<file path="config.mk">
export PLATFORM = sky130hd
export DESIGN_NAME = triangle_scanline_edge_walker
export DESIGN_NICKNAME = d
export VERILOG_FILES = /design/src/rtl/tsew_pkg.sv /design/src/rtl/tsew_datapath.sv /design/src/rtl/tsew_ctrl.sv /design/src/rtl/triangle_scanline_edge_walker.sv
export SDC_FILE = /design/constraint.sdc
export NUM_CORES = 1
export LEC_CHECK = 0
export BUFFER_PORTS_ARGS = -buffer_cell sky130_fd_sc_hd__buf_2
export CAP_MARGIN = 20
export CORE_UTILIZATION = 60
export DETAILED_ROUTE_END_ITERATION = 10
export GPL_TIMING_DRIVEN = 0
export PLACE_DENSITY = 0.79
export RECOVER_POWER = 50
export SLEW_MARGIN = 0
export SYNTH_ARGS = -nofsm -noshare
export SYNTH_HDL_FRONTEND = slang
export SYNTH_HIERARCHICAL = 1
export SYNTH_SLANG_ARGS = --single-unit
</file>
<file path="constraint.sdc">
create_clock -name clk -period 16.3 [get_ports clk]
set_input_delay 4.075 -clock clk [delete_from_list [all_inputs] [get_ports clk]]
set_output_delay 4.075 -clock clk [all_outputs]
set_load 0.03 [all_outputs]
</file>
<file path="src/rtl/tsew_pkg.sv">
`timescale 1ns / 1ps

package tsew_pkg;

  localparam int SHADE_BITS = 24;

  // Request codes carried on req_type.
  localparam logic REQ_LOAD    = 1'b0;
  localparam logic REQ_ADVANCE = 1'b1;

  // Walker indexes.
  typedef logic [1:0] walker_t;
  localparam walker_t WALK_UPPER = 2'd0;  // top to middle
  localparam walker_t WALK_LOWER = 2'd1;  // middle to bottom
  localparam walker_t WALK_LONG  = 2'd2;  // top to bottom

  typedef struct packed {
    logic    capture;  // latch vertices and shade of a load transaction
    logic    sort;     // register the vertices sorted by row
    logic    setup;    // initialize the three walkers
    logic    step;     // one error-update iteration of walker sel
    walker_t sel;
    logic    emit;     // load the result register
    logic    span;     // result carries a span
    logic    done;     // triangle fully walked
  } dp_cmd_t;

  typedef struct packed {
    logic step_fin;         // selected walker moves to the next row this iteration
    logic long_at_bottom;
    logic upper_at_mid;
    logic lower_at_bottom;
  } dp_status_t;

endpackage

</file>
<file path="src/rtl/tsew_datapath.sv">
`timescale 1ns / 1ps

module tsew_datapath #(
  parameter int COORD_BITS = 12
) (
  input  logic                                 clk,
  input  logic                                 rst,
  input  tsew_pkg::dp_cmd_t                    cmd,
  output tsew_pkg::dp_status_t                 status,
  input  logic signed [COORD_BITS-1:0]         ax,
  input  logic signed [COORD_BITS-1:0]         ay,
  input  logic signed [COORD_BITS-1:0]         bx,
  input  logic signed [COORD_BITS-1:0]         by_row,
  input  logic signed [COORD_BITS-1:0]         cx,
  input  logic signed [COORD_BITS-1:0]         cy,
  input  logic [tsew_pkg::SHADE_BITS-1:0]      shade_in,
  output logic                                 span_valid,
  output logic signed [COORD_BITS-1:0]         span_row,
  output logic signed [COORD_BITS-1:0]         x_from,
  output logic signed [COORD_BITS-1:0]         x_to,
  output logic [tsew_pkg::SHADE_BITS-1:0]      shade_out,
  output logic                                 tri_done
);
  import tsew_pkg::*;

  localparam int EW = COORD_BITS + 2;

  // Captured vertices of a load transaction.
  logic signed [COORD_BITS-1:0] raw_x [3];
  logic signed [COORD_BITS-1:0] raw_y [3];
  logic [SHADE_BITS-1:0]        held_shade;

  // Sorted vertices: 0 top, 1 middle, 2 bottom.
  logic signed [COORD_BITS-1:0] srt_x [3];
  logic signed [COORD_BITS-1:0] srt_y [3];
  logic signed [COORD_BITS-1:0] net_x [3];
  logic signed [COORD_BITS-1:0] net_y [3];

  // Walker state.
  logic signed [COORD_BITS-1:0] edge_col [3];
  logic signed [COORD_BITS-1:0] edge_row [3];
  logic [COORD_BITS-1:0]        edge_dx [3];
  logic [COORD_BITS-1:0]        edge_dy [3];
  logic                         edge_left [3];
  logic signed [EW-1:0]         edge_err [3];
  logic signed [COORD_BITS-1:0] mid_row;
  logic signed [COORD_BITS-1:0] bottom_row;

  // Setup values.
  logic signed [COORD_BITS-1:0] su_x0 [3];
  logic signed [COORD_BITS-1:0] su_y0 [3];
  logic signed [COORD_BITS-1:0] su_x1 [3];
  logic signed [COORD_BITS-1:0] su_y1 [3];
  logic [COORD_BITS-1:0]        su_dx [3];
  logic [COORD_BITS-1:0]        su_dy [3];
  logic                         su_left [3];
  logic signed [EW-1:0]         su_err [3];

  // Shared step unit.
  logic signed [EW-1:0]         st_err;
  logic signed [EW-1:0]         st_dx;
  logic signed [EW-1:0]         st_dy;
  logic                         st_move;
  logic                         st_fin;
  logic signed [EW-1:0]         st_err_next;
  logic signed [COORD_BITS-1:0] st_col_next;
  logic signed [COORD_BITS-1:0] st_row_next;

  // Three compare-and-swaps; a swap happens only on a strictly greater upper row.
  always_comb begin
    net_x = raw_x;
    net_y = raw_y;
    if (net_y[0] > net_y[1]) begin
      net_x[0] = raw_x[1];
      net_y[0] = raw_y[1];
      net_x[1] = raw_x[0];
      net_y[1] = raw_y[0];
    end
    if (net_y[1] > net_y[2]) begin
      {net_x[1], net_x[2]} = {net_x[2], net_x[1]};
      {net_y[1], net_y[2]} = {net_y[2], net_y[1]};
    end
    if (net_y[0] > net_y[1]) begin
      {net_x[0], net_x[1]} = {net_x[1], net_x[0]};
      {net_y[0], net_y[1]} = {net_y[1], net_y[0]};
    end
  end

  always_comb begin
    su_x0[WALK_UPPER] = srt_x[0];
    su_y0[WALK_UPPER] = srt_y[0];
    su_x1[WALK_UPPER] = srt_x[1];
    su_y1[WALK_UPPER] = srt_y[1];
    su_x0[WALK_LOWER] = srt_x[1];
    su_y0[WALK_LOWER] = srt_y[1];
    su_x1[WALK_LOWER] = srt_x[2];
    su_y1[WALK_LOWER] = srt_y[2];
    su_x0[WALK_LONG]  = srt_x[0];
    su_y0[WALK_LONG]  = srt_y[0];
    su_x1[WALK_LONG]  = srt_x[2];
    su_y1[WALK_LONG]  = srt_y[2];
  end

  for (genvar k = 0; k < 3; k++) begin : g_setup
    logic signed [COORD_BITS:0] diff_x;
    logic signed [COORD_BITS:0] diff_y;
    logic signed [COORD_BITS:0] abs_x;
    logic signed [COORD_BITS:0] abs_y;

    always_comb begin
      diff_x = {su_x1[k][COORD_BITS-1], su_x1[k]} - {su_x0[k][COORD_BITS-1], su_x0[k]};
      diff_y = {su_y1[k][COORD_BITS-1], su_y1[k]} - {su_y0[k][COORD_BITS-1], su_y0[k]};
      abs_x  = diff_x[COORD_BITS] ? -diff_x : diff_x;
      abs_y  = diff_y[COORD_BITS] ? -diff_y : diff_y;
      su_dx[k]   = abs_x[COORD_BITS-1:0];
      su_dy[k]   = abs_y[COORD_BITS-1:0];
      su_left[k] = !(su_x0[k] < su_x1[k]);
      // Halving truncates toward zero, so the negative branch halves dy first.
      if (su_dx[k] > su_dy[k]) begin
        su_err[k] = {3'b000, su_dx[k][COORD_BITS-1:1]};
      end else begin
        su_err[k] = -{3'b000, su_dy[k][COORD_BITS-1:1]};
      end
    end
  end

  always_comb begin
    st_err  = edge_err[cmd.sel];
    st_dx   = {2'b00, edge_dx[cmd.sel]};
    st_dy   = {2'b00, edge_dy[cmd.sel]};
    st_move = st_err > -st_dx;
    st_fin  = st_err < st_dy;
    st_err_next = st_err - (st_move ? st_dy : '0) + (st_fin ? st_dx : '0);
    st_col_next = edge_col[cmd.sel];
    if (st_move) begin
      st_col_next = edge_left[cmd.sel] ? edge_col[cmd.sel] - COORD_BITS'(1)
                                       : edge_col[cmd.sel] + COORD_BITS'(1);
    end
    st_row_next = st_fin ? edge_row[cmd.sel] + COORD_BITS'(1) : edge_row[cmd.sel];
  end

  assign status.step_fin        = st_fin;
  assign status.long_at_bottom  = edge_row[WALK_LONG] == bottom_row;
  assign status.upper_at_mid    = edge_row[WALK_UPPER] == mid_row;
  assign status.lower_at_bottom = edge_row[WALK_LOWER] == bottom_row;

  always_ff @(posedge clk) begin
    if (rst) begin
      held_shade <= '0;
    end else if (cmd.capture) begin
      held_shade <= shade_in;
    end
  end

  always_ff @(posedge clk) begin
    if (cmd.capture) begin
      raw_x[0] <= ax;
      raw_y[0] <= ay;
      raw_x[1] <= bx;
      raw_y[1] <= by_row;
      raw_x[2] <= cx;
      raw_y[2] <= cy;
    end
    if (cmd.sort) begin
      srt_x <= net_x;
      srt_y <= net_y;
    end
    if (cmd.setup) begin
      edge_col   <= su_x0;
      edge_row   <= su_y0;
      edge_dx    <= su_dx;
      edge_dy    <= su_dy;
      edge_left  <= su_left;
      edge_err   <= su_err;
      mid_row    <= srt_y[1];
      bottom_row <= srt_y[2];
    end else if (cmd.step) begin
      edge_err[cmd.sel] <= st_err_next;
      edge_col[cmd.sel] <= st_col_next;
      edge_row[cmd.sel] <= st_row_next;
    end
    if (cmd.emit) begin
      span_valid <= cmd.span;
      span_row   <= cmd.span ? edge_row[cmd.sel] : '0;
      x_from     <= cmd.span ? edge_col[cmd.sel] : '0;
      x_to       <= cmd.span ? edge_col[WALK_LONG] : '0;
      shade_out  <= held_shade;
      tri_done   <= cmd.done;
    end
  end

endmodule

</file>
<file path="src/rtl/tsew_ctrl.sv">
`timescale 1ns / 1ps

module tsew_ctrl (
  input  logic                 clk,
  input  logic                 rst,
  input  logic                 in_valid,
  output logic                 in_ready,
  input  logic                 req_type,
  output logic                 out_valid,
  input  logic                 out_ready,
  output tsew_pkg::dp_cmd_t    cmd,
  input  tsew_pkg::dp_status_t status
);
  import tsew_pkg::*;

  typedef enum logic [2:0] {
    S_IDLE,
    S_SORT,
    S_SETUP,
    S_CHECK,
    S_STEP_LONG,
    S_PICK,
    S_STEP_SHORT,
    S_RESULT
  } state_t;

  state_t  state;
  logic    all_finished;
  logic    upper_finished;
  logic    span;
  walker_t sel;
  logic    accept;
  logic    emit;

  assign in_ready = state == S_IDLE;
  assign accept   = in_valid && in_ready;
  assign emit     = (state == S_RESULT) && (!out_valid || out_ready);

  always_comb begin
    cmd.capture = accept && (req_type == REQ_LOAD);
    cmd.sort    = state == S_SORT;
    cmd.setup   = state == S_SETUP;
    cmd.step    = (state == S_STEP_LONG) || (state == S_STEP_SHORT);
    cmd.sel     = (state == S_STEP_LONG) ? WALK_LONG : sel;
    cmd.emit    = emit;
    cmd.span    = span;
    cmd.done    = all_finished;
  end

  always_ff @(posedge clk) begin
    if (rst) begin
      state          <= S_IDLE;
      all_finished   <= 1'b1;
      upper_finished <= 1'b0;
      span           <= 1'b0;
      sel            <= WALK_UPPER;
      out_valid      <= 1'b0;
    end else begin
      if (emit) begin
        out_valid <= 1'b1;
      end else if (out_ready) begin
        out_valid <= 1'b0;
      end

      case (state)
        S_IDLE: begin
          if (accept) begin
            span <= 1'b0;
            if (req_type == REQ_LOAD) begin
              all_finished   <= 1'b0;
              upper_finished <= 1'b0;
              state          <= S_SORT;
            end else begin
              state <= S_CHECK;
            end
          end
        end
        S_SORT: begin
          state <= S_SETUP;
        end
        S_SETUP: begin
          state <= S_RESULT;
        end
        S_CHECK: begin
          if (all_finished) begin
            state <= S_RESULT;
          end else if (status.long_at_bottom) begin
            all_finished <= 1'b1;
            state        <= S_RESULT;
          end else begin
            state <= S_STEP_LONG;
          end
        end
        S_STEP_LONG: begin
          if (status.step_fin) begin
            state <= S_PICK;
          end
        end
        S_PICK: begin
          if (!upper_finished && !status.upper_at_mid) begin
            sel   <= WALK_UPPER;
            state <= S_STEP_SHORT;
          end else begin
            upper_finished <= 1'b1;
            if (status.lower_at_bottom) begin
              all_finished <= 1'b1;
              state        <= S_RESULT;
            end else begin
              sel   <= WALK_LOWER;
              state <= S_STEP_SHORT;
            end
          end
        end
        S_STEP_SHORT: begin
          if (status.step_fin) begin
            span  <= 1'b1;
            state <= S_RESULT;
          end
        end
        S_RESULT: begin
          if (emit) begin
            state <= S_IDLE;
          end
        end
        default: begin
          state <= S_IDLE;
        end
      endcase
    end
  end

endmodule

</file>
<file path="src/rtl/triangle_scanline_edge_walker.sv">
`timescale 1ns / 1ps
// Flat-shaded triangle scanline walker.
// Input channel (in_valid/in_ready): req_type selects a load transaction, which
// takes three vertices and a shade, or an advance transaction, which walks one
// scanline. Output channel (out_valid/out_ready): one result per input
// transaction, holding an optional span (row, short-edge column, long-edge
// column), the held shade and the done flag.
// A load returns its result straight after sort and setup; an advance on a
// finished triangle, or one that finds the long edge at the bottom row, goes
// straight from its check to the result; any other advance steps the long edge
// and then the upper or lower edge (only the long edge when the lower edge
// already sits at the bottom row) by Bresenham error updates until each
// reaches the next row (one update, plus one per extra column step on shallow
// edges). All edges share a single step unit, one update per cycle. One
// transaction is in flight at a time; the next is accepted the cycle after the
// result is loaded into the output register, and input keeps moving while
// that result waits for the receiver.
// A stalled receiver holds the result stable and, once the next item is done,
// blocks new input. Reset empties the output register and marks the walk
// finished, so an advance before any load returns no span with done set.
module triangle_scanline_edge_walker #(
  parameter int COORD_BITS = 12
) (
  input  logic                            clk,
  input  logic                            rst,
  input  logic                            in_valid,
  output logic                            in_ready,
  input  logic                            req_type,
  input  logic signed [COORD_BITS-1:0]    ax,
  input  logic signed [COORD_BITS-1:0]    ay,
  input  logic signed [COORD_BITS-1:0]    bx,
  input  logic signed [COORD_BITS-1:0]    by_row,
  input  logic signed [COORD_BITS-1:0]    cx,
  input  logic signed [COORD_BITS-1:0]    cy,
  input  logic [tsew_pkg::SHADE_BITS-1:0] shade_in,
  output logic                            out_valid,
  input  logic                            out_ready,
  output logic                            span_valid,
  output logic signed [COORD_BITS-1:0]    span_row,
  output logic signed [COORD_BITS-1:0]    x_from,
  output logic signed [COORD_BITS-1:0]    x_to,
  output logic [tsew_pkg::SHADE_BITS-1:0] shade_out,
  output logic                            tri_done
);
  import tsew_pkg::*;

  dp_cmd_t    cmd;
  dp_status_t status;

  tsew_ctrl u_ctrl (
    .clk       (clk),
    .rst       (rst),
    .in_valid  (in_valid),
    .in_ready  (in_ready),
    .req_type  (req_type),
    .out_valid (out_valid),
    .out_ready (out_ready),
    .cmd       (cmd),
    .status    (status)
  );

  tsew_datapath #(
    .COORD_BITS (COORD_BITS)
  ) u_datapath (
    .clk        (clk),
    .rst        (rst),
    .cmd        (cmd),
    .status     (status),
    .ax         (ax),
    .ay         (ay),
    .bx         (bx),
    .by_row     (by_row),
    .cx         (cx),
    .cy         (cy),
    .shade_in   (shade_in),
    .span_valid (span_valid),
    .span_row   (span_row),
    .x_from     (x_from),
    .x_to       (x_to),
    .shade_out  (shade_out),
    .tri_done   (tri_done)
  );

endmodule

</file>
Word-level counts from Yosys, hierarchy flattened:

Cells that the tools add are included.
W data, S select, Z words.

* $add $sub $neg: 21
* reductions and logical operators: 24
* bitwise gates (word level): 2
* magnitude comparators: 13
* muxes and demuxes: 78
* equal/unequal tests: 18

Operators with widths (number)
* $mux W12: 20
* $mux W24: 6
* $mux W36: 4
* $bmux W12 S2: 4
* $mux W14: 6
* $mux W42: 2
* $sub A12 B12 Y13: 6
* $bwmux W36: 2
* $gt A12 B12 Y1: 6
* $neg A12 Y12: 6
* $bwmux W42: 1
* $neg A11 Y14: 3
* $eq A12 B12 Y1: 3
* $lt A12 B12 Y1: 3
* $bmux W14 S2: 1
* $demux W14 S2: 1
* $add A12 B2 Y12 const B: 2
* $demux W12 S2: 1
* $pmux W3 S8: 1
* $mux W3: 6
* $add A14 B14 Y14: 1
* $gt A14 B14 Y1: 1
* $lt A14 B13 Y1: 1
* $mux W1: 14
* 26 further kinds: 55

* bits in registers: 452
* output and inout bits: 64
* input port bits: 101

Longest topological paths before layout:

Gate-level depths: netlist (run 1).

* depth in word-level cells: 14
* gate-level depth with buffers: 37

Modules after synthesis:

The synthesis (run 1) kept the hierarchy.

Modules (own cells, without submodules)
* tsew_datapath: times used 1, seq. area each 13062.5 µm², cells each 2733, area each 28695.0 µm²
* tsew_ctrl: times used 1, seq. area each 160.2 µm², cells each 64, area each 498.0 µm²

Least setup slack after synthesis (run 1):

Ideal clock, no wire load.

* path type: register -> register
* from: register u_ctrl.state[2]
* to: register u_datapath/edge_err[40] in the netlist's numbering, data pin
* arrival time: 7.453 ns
* path buffers: 7
* path slack: 8.577 ns
* cell stages (with the launch flop): 37
* required time: 16.030 ns
* path through: dfxtp_1 nand2b_1 nor2_1 buf_2 buf_2 buf_2 buf_1 buf_1 mux2i_1 nor2_1 a21oi_1 inv_1 ha_1 nor2b_1 o21a_1 o21a_1 o211ai_1 a211o_1 o2111ai_1 nand3_1 clkbuf_1 buf_1 nor2_1 ha_1 inv_1 ha_1 fa_1 a21o_1 a21oi_1 o21bai_1 a31o_2 a211oi_1 o21bai_1 a21o_1 a21oi_1 xor2_1 o22ai_1

RTL lines
* from (decl): line tsew_ctrl.sv:27 `state_t state;`
* from (signal assigned): line tsew_ctrl.sv:52 `state <= S_IDLE;`
* from (signal assigned): line tsew_ctrl.sv:72 `state <= S_SORT;`
* from (signal assigned): line tsew_ctrl.sv:74 `state <= S_CHECK;`
* to (signal assigned): line tsew_datapath.sv:174 `edge_err <= su_err;`
* to (signal, indexed assignment): line tsew_datapath.sv:178 `edge_err[cmd.sel] <= st_err_next;`
* to (decl): line tsew_datapath.sv:45 `logic signed [EW-1:0] edge_err [3];`

==> results of run 1 <==
synth_stat cells, types with 12 or more instances:
cell and instances:
buf_1 15, fa_1 19, and2_1 42, dfxtp_1 32
nor3_1 50, mux2i_1 134, and3_1 23, a21oi_1 129
o22ai_1 30, ha_1 208, nor2b_1 30, o21bai_1 13
edfxtp_1 419, o221a_2 24, xnor2_1 154, mux2_2 30
nand2b_1 36, clkbuf_1 52, nand4_1 31, a211oi_1 14
o21a_1 36, o211ai_1 21, xor2_1 56, inv_1 231
nand2_1 210, o21ai_0 180, o21ai_1 28, buf_2 21
a21o_1 40, or3_1 31, o31ai_1 12, nand3_1 35
nor2_1 204
worst reg2reg max path: cells and delay by family, from the launching register on:
family,cells,cell delay [ns]
adders and majority gates,3,0.76
buffers and inverters,11,4.95
AOI/OAI and AO/OA,15,3.43
xor gates and xnor gates,1,0.20
DFF,1,0.36
and+or+nand+nor,6,1.48
placed cells by master (no fill, tap or decap), types with 31 or more instances in the layout:
master and count:
o21ai_0 181, mux2i_1 134, nor3_1 51, nand4_1 31
nand3_1 35, inv_1 231, nand2_1 209, nor2_1 204
ha_1 208, xor2_1 56, nand2b_1 36, a21o_1 40
or3_1 31, a21oi_1 129, xnor2_1 156, dfxtp_1 32
edfxtp_1 419, clkbuf_1 87, buf_2 180, clkbuf_16 50
o21a_1 36
registers in the layout, indices dropped and copies added, names as in the netlist, 24 cells and up:
name                   flops
u_datapath/edge_err       42
u_datapath/edge_dx        36
u_datapath/edge_col       36
u_datapath/srt_y          36
u_datapath/edge_dy        36
u_datapath/raw_y          36
u_datapath/shade_out      24
u_datapath/srt_x          36
u_datapath/raw_x          36
u_datapath/edge_row       36
u_datapath/held_shade     24
metrics by stage:
step           hold WS [ns]  instance area [µm²]
6_report              0.426                32500
5_1_grt               0.437                32400
4_1_cts               0.427                32700
3_5_place_dp          0.412                31000
3_3_place_gp          0.410                30800
2_1_floorplan         0.408                29200
path summary, 6_finish.rpt:
kind	endpoint	slack (ns)	cells after the start
setup / recovery	u_datapath/edge_err[41]	4.82	36
hold / removal	u_datapath/shade_out[22]	0.43	0
setup reg to reg	u_datapath/edge_err[41]	4.82	36
hold reg to reg	u_datapath/shade_out[22]	0.43	0
cell type report:
type	instances	area (µm²)
well taps	615	769
multi-input cells	2015	14600
clock buffers	60	1290
flip-flops and latches	451	13200
clock inverters	29	338
fillers	3628	15400
repair buffers	181	917
plain buffers	96	399
inverters	235	883
diodes	3	7.51
layer usage:
metal,global-route usage [%],up-vias
met5,0,-
met4,18.8,2
met3,6.00,231
met2,56.1,1291
met1,45.0,11296
li1,-,10708
cells by family (layout without fill, tap and decap cells):
| kind of cell | Yosys count | after routing | synth area share, % |
|---|---|---|---|
| simple gates | 756 | 756 | 12.7 |
| compound gates | 653 | 653 | 14.9 |
| flops | 451 | 451 | 45.3 |
| buf+inv | 331 | 601 | 4.47 |
| fa+ha+maj | 227 | 227 | 10.2 |
| xor+xnor | 214 | 214 | 6.56 |
| mux | 165 | 165 | 5.79 |
| other cells | 0 | 3 | 0 |
==> reports/metrics.yaml, run 1 <==
outcome:
  status: "finished with violations"
  violations: "capacitance limit, slew limit"
global_routing:
  grt_start_max_net_pins: 63
  grt_use_total_pct: 34.9
  antenna_found_initial: 5
  first_global_vias: 22654
  grt_pass1_wl_um: 131000
  grt.overflow.total: 0
hold_path:
  min_path_type: "reg -> reg"
  min_from: "u_datapath/held_shade[22]"
routing:
  wl_um: 87000
  wl_met2_um: 39600
  vias_per_cell: 6.38
  maxUsedRoutingLayer: "met5"
  wl_met1_um: 34200
  drc: 0
  via_count: 23528
  first_pass_iters: 6
  wl_met3_um: 8420
  detail_route.iter0.violations: 2617
  wire_per_inst_um: 23.6
  final_antenna_net_count: 0
sta:
  finClkSkew_ns: 0.0237
  min_period_ns: 11.48
  worst_pin_slew_ns: 2.65
  max_freq_mhz: 87.1
  hold_viol_final: 0
  fin_crit_sh_pct: 70.4
  maxSlewHeadroom_pct: -78.3
  rsz0062_at_grt: "false"
  setup_viol: 0
  maxSlewViolCount: 141
  setup_ws_ns: 4.82
  final.setup.tns_ns: 0
synth:
  yosys_warnings: 6
  synth_top_area_share_pct: 43.1
  syn_inst: 2797
  postSynthNetCount: 3125
  synth_seq_cells: 451
  async_flop_share_pct: 0
  synth-seq-area-share_pct: 45.3
  synth-edff-count: 419
  syn-mean-instance-area_um2: 10.4
  synth_ff_type: "edfxtp_1"
  synth_area_leaders: "edfxtp_1 (43%), ha_1 (8.9%), xnor2_1 (4.6%), mux2i_1 (4.6%), o21ai_0 (3.1%)"
  synth_cell_types: 106
  synth_area_mm2: 0.0292
  synth_top_area_cell: "edfxtp_1"
floorplanning:
  die_y_um: 223
  die_w_um: 223
  dieArea_mm2: 0.0495
  coreArea_mm2: 0.0478
  rows: 80
  start_util_pct: 61.0
  boundaryPins: 165
placement:
  port_buffers: 164
  dp_cells: 3591
  place_hpwl_um: 68200
  place_congestion: 0.976
  place_ws_ns: 5.68
setup_path:
  cp_common_cell: "clkbuf_1"
  worst-path-buf-inv: 11
  critPathLaunchType: "flop"
  cp-startpoint: "u_ctrl/state[0]"
  critPathMaxStageDelay_ns: 0.68
  worstPathMaxFanout: 10
  path_class: "reg -> reg"
  critical-path-slowest-cell: "clkbuf_1"
  required_ns: 16.58
  reg2reg_from: "u_ctrl/state[0]"
  crit_family: "buffers and inverters"
  worstSetupEndpointType: "flop"
  worstPathArrival_ns: 11.75
clock_network:
  cts.clk_slew.worst_paths_ns: 0.06
  cts_resized: 0
  post-cts-setup-buffers: 0
  cts_hold_buf: 0
  clk_root_buffer_cell: "clkbuf_16"
  cts-buffers-inserted: 49
  htreeDepth: 2
  clkLatencyLatePin_ns: 0.59
  cts_tree: "built"
  cts.sinks: 451
  cts_max_path_buffers: 3
run:
  max_cap_viol_count: 6
cells_and_area:
  area_growth_pct: 11.2
  utilization_pct: 67.8
  nets: 3357
  layout-drive-gt1-share_pct: 11.6
  fin_cells: 3685
Power of run 1 is left out: the tool's default activity adds up to more than one toggle a clock period on the data nets, which glitch-free logic cannot reach.
==> run 2, diff against run 1 <==
--- a/config.mk
+++ b/config.mk
@@ -5,6 +5,7 @@
 export SDC_FILE = /design/constraint.sdc
 export NUM_CORES = 1
 export LEC_CHECK = 0
+export ABC_AREA = 1
 export BUFFER_PORTS_ARGS = -buffer_cell sky130_fd_sc_hd__buf_2
 export CAP_MARGIN = 20
 export CORE_UTILIZATION = 60
==> constraint.sdc (replaced) <==
create_clock -name clk -period 11.46 [get_ports clk]
set_input_delay 2.865 -clock clk [delete_from_list [all_inputs] [get_ports clk]]
set_output_delay 2.865 -clock clk [all_outputs]
set_load 0.03 [all_outputs]
==> run 2 against run 1 <==
- the flow still finishes with violations (capacitance limit, slew limit)
- maximum frequency grew 23%
- core utilization up 0.15 points
- clock skew is 0.017 ns higher
- die area up 2.8%
- synthesized cell count is 29% higher
- routed wire length decreased by 4.4%
- count of clock-buffer cells in the layout grew 4
- global-route usage down 2.2 points
- worst hold slack gained 0.0015 ns
- area after synthesis increased by 2.9%
- highest routed layer is now met4
==> reports/metrics.yaml, run 2 <==
cells_and_area:
  area_growth_pct: 11.3  # about the same
  layout_commonest_cell: "nand2_1"
  layout-drive-gt1-share_pct: 9.41  # -2.2 points
  antenna_cells: 0  # -3
  nFillCells: 4092  # +13%
  largest_reg_flops: 42  # unchanged
  utilization_pct: 68.0  # +0.15 points
  nets: 4165  # +24%
  regMostFlops: "u_datapath/edge_err"
  layout_common_cells: "nand2_1 (1,035), inv_1 (479), edfxtp_1 (419)"
synth:
  yosys_warnings: 6  # unchanged
  synth_top_area_share_pct: 41.9  # -1.2 points
  postSynthNetCount: 3936  # +26%
  synth_top_area_cell: "edfxtp_1"
  async_flop_share_pct: 0  # unchanged
  yosysMostFrequentCell: "nand2_1"
  synth-edff-count: 419  # unchanged
  synth_cell_types: 58  # -45%
  synth_ff_type: "edfxtp_1"
  syn_inst: 3608  # +29%
  syn-mean-instance-area_um2: 8.32  # -20%
  synth_common_cells: "nand2_1 (1,021), inv_1 (478), edfxtp_1 (419), nand3_1 (269), ha_1 (208)"
  synth_area_mm2: 0.0300  # +2.9%
  synth-seq-area-share_pct: 44.0  # -1.3 points
  synth_seq_cells: 451  # unchanged
  synth_area_leaders: "edfxtp_1 (42%), nand2_1 (13%), ha_1 (8.7%), inv_1 (6.0%), nand3_1 (4.5%)"
global_routing:
  grt_pass1_wl_um: 126000  # -3.9%
  antenna_found_initial: 0  # -5
  grt.overflow.total: 0  # unchanged
  grt_start_max_net_pins: 63  # unchanged
  first_global_vias: 23568  # +4.0%
  grt_use_total_pct: 32.7  # -2.2 points
floorplanning:
  die_y_um: 226  # +1.4%
  start_util_pct: 61.1  # +0.075 points
  rows: 81  # +1.3%
  dieArea_mm2: 0.0509  # +2.8%
  boundaryPins: 165  # unchanged
  die_w_um: 226  # +1.4%
  coreArea_mm2: 0.0492  # +2.7%
setup_path:
  cp-startpoint: "u_ctrl/state[0]"
  reg2reg_from: "u_ctrl/state[0]"
  worstSetupEndpointType: "flop"
  worstSetupEndpoint: "u_datapath/edge_err[41]"
  worstRegToRegCells: 35  # -2.8%
  critPathMaxStageDelay_ns: 0.91  # +0.23 ns
  cp.depth: 35  # -2.8%
  critPathLaunchType: "flop"
  path_class: "reg -> reg"
  required_ns: 11.81  # -4.77 ns
  r2r_end: "u_datapath/edge_err[41]"
  cp_common_cell: "inv_1"
  crit_family: "simple AND/OR/NAND/NOR gates"
  worstPathArrival_ns: 9.70  # -2.05 ns
  worstPathMaxFanout: 10  # unchanged
  critical-path-slowest-cell: "nor2_1"
  worst-path-buf-inv: 9  # -2
  regToRegSetupSlack_ns: 2.11  # -2.72 ns
clock_network:
  cts_hold_buf: 0  # unchanged
  clk_root_buffer_cell: "clkbuf_16"
  clkLatencyLatePin_ns: 0.63  # +0.04 ns
  cts.clk_slew.worst_paths_ns: 0.06  # about the same
  cts.sinks: 451  # unchanged
  cts_tree: "built"
  htreeDepth: 2  # unchanged
  cts_resized: 0  # unchanged
  post-cts-setup-buffers: 0  # unchanged
  cts_max_path_buffers: 3  # unchanged
  cts-buffers-inserted: 49  # unchanged
sta:
  finClkSkew_ns: 0.0410  # +0.0173 ns
  final.setup.tns_ns: 0  # unchanged
  setup_viol: 0  # unchanged
  worst_pin_slew_ns: 2.43  # -0.216 ns
  hold_viol_final: 0  # unchanged
  rsz0062_at_grt: "false"
  maxSlewHeadroom_pct: -62.7  # +16 points
  min_period_ns: 9.35  # -2.12 ns
  maxSlewViolCount: 134  # -5.0%
  max_freq_mhz: 107  # +23%
  fin_crit_sh_pct: 81.6  # +11 points
run:
  max_cap_viol_count: 4  # -2
outcome:
  status: "finished with violations"
  violations: "capacitance limit, slew limit"
routing:
  detail_route.iter0.violations: 2538  # -3.0%
  first_pass_iters: 6  # unchanged
  wl_um: 83200  # -4.4%
  drc: 0  # unchanged
  final_antenna_net_count: 0  # unchanged
  wire_per_inst_um: 18.3  # -22%
  vias_per_cell: 5.66  # -11%
  via_count: 25716  # +9.3%
placement:
  port_buffers: 164  # unchanged
  place_hpwl_um: 66000  # -3.3%
  place_congestion: 0.992  # +1.6%
hold_path:
  min_path_type: "reg -> reg"
## run 2: changes by cell type in the layout (fill, tap and decap cells not counted), sizes merged, moves of 31 or more
| cell | before | now |
|---|---|---|
| mux2i | 134 | 0 |
| nand2 | 210 | 1058 |
| nand3 | 35 | 278 |
| xor2 | 56 | 93 |
| a21oi | 130 | 182 |
| nand2b | 36 | 0 |
| or3 | 31 | 0 |
| inv | 237 | 500 |
| a21o | 40 | 3 |
| xnor2 | 158 | 56 |
| a22oi | 7 | 49 |
| mux2 | 31 | 0 |
## run 2: through the flow
step                      setup slack (ns)  hold WS [ns]  instance area, µm²  std cells
after global routing                  1.73         0.433               33400       4542
after floorplan                       4.12         0.409               30000       3608
after CTS                             2.70         0.429               33700       4542
after global placement               0.580         0.410               31700       4436
final                                 2.11         0.427               33400       4542
after detailed placement              2.74         0.414               32000       4450
## run 2: cell type report
class | count | area, µm² | area share (%)
clock inverter | 28 | 317 | 0.947
multi-input combinational | 2561 | 14400 | 43.2
clock buffer | 64 | 1420 | 4.24
timing repair buffer | 178 | 920 | 2.75
sequential | 451 | 13200 | 39.6
inverter | 496 | 1860 | 5.57
buffer | 100 | 423 | 1.27
tap | 664 | 831 | 2.49
## run 2: worst min-delay path by stage
stage | to | depth (start not counted) | from
6_report | u_datapath/shade_out[21] | 0 | u_datapath/held_shade[21]
4_1_cts | u_datapath/shade_out[10] | 0 | u_datapath/held_shade[10]
3_3_place_gp | u_datapath/shade_out[3] | 0 | u_datapath/held_shade[3]
3_5_place_dp | u_datapath/shade_out[10] | 0 | u_datapath/held_shade[10]
2_1_floorplan | u_datapath/shade_out[0] | 0 | u_datapath/held_shade[0]
5_1_grt | u_datapath/shade_out[15] | 0 | u_datapath/held_shade[15]
## run 2: layer usage
metal / up-vias / global-route usage, % / part of all wire (%)
met5: - / 0 / 0
met4: 0 / 12.7 / 3.9
met3: 205 / 5.92 / 11
met2: 1243 / 53.0 / 46
met1: 11763 / 43.5 / 40
li1: 12505 / - / -
## run 2: cell families (layout without fill, tap and decap cells)
family	count (synthesis)	after routing	share of synthesized area, %
xor gates and xnor gates	149	149	4.52
buffers and inverters	596	866	7.70
DFF	451	451	44.0
and+or+nand+nor	1674	1674	24.0
adders and majority gates	227	227	9.93
AOI/OAI and AO/OA	511	511	9.76
Power of run 2 is left out for the same reason.
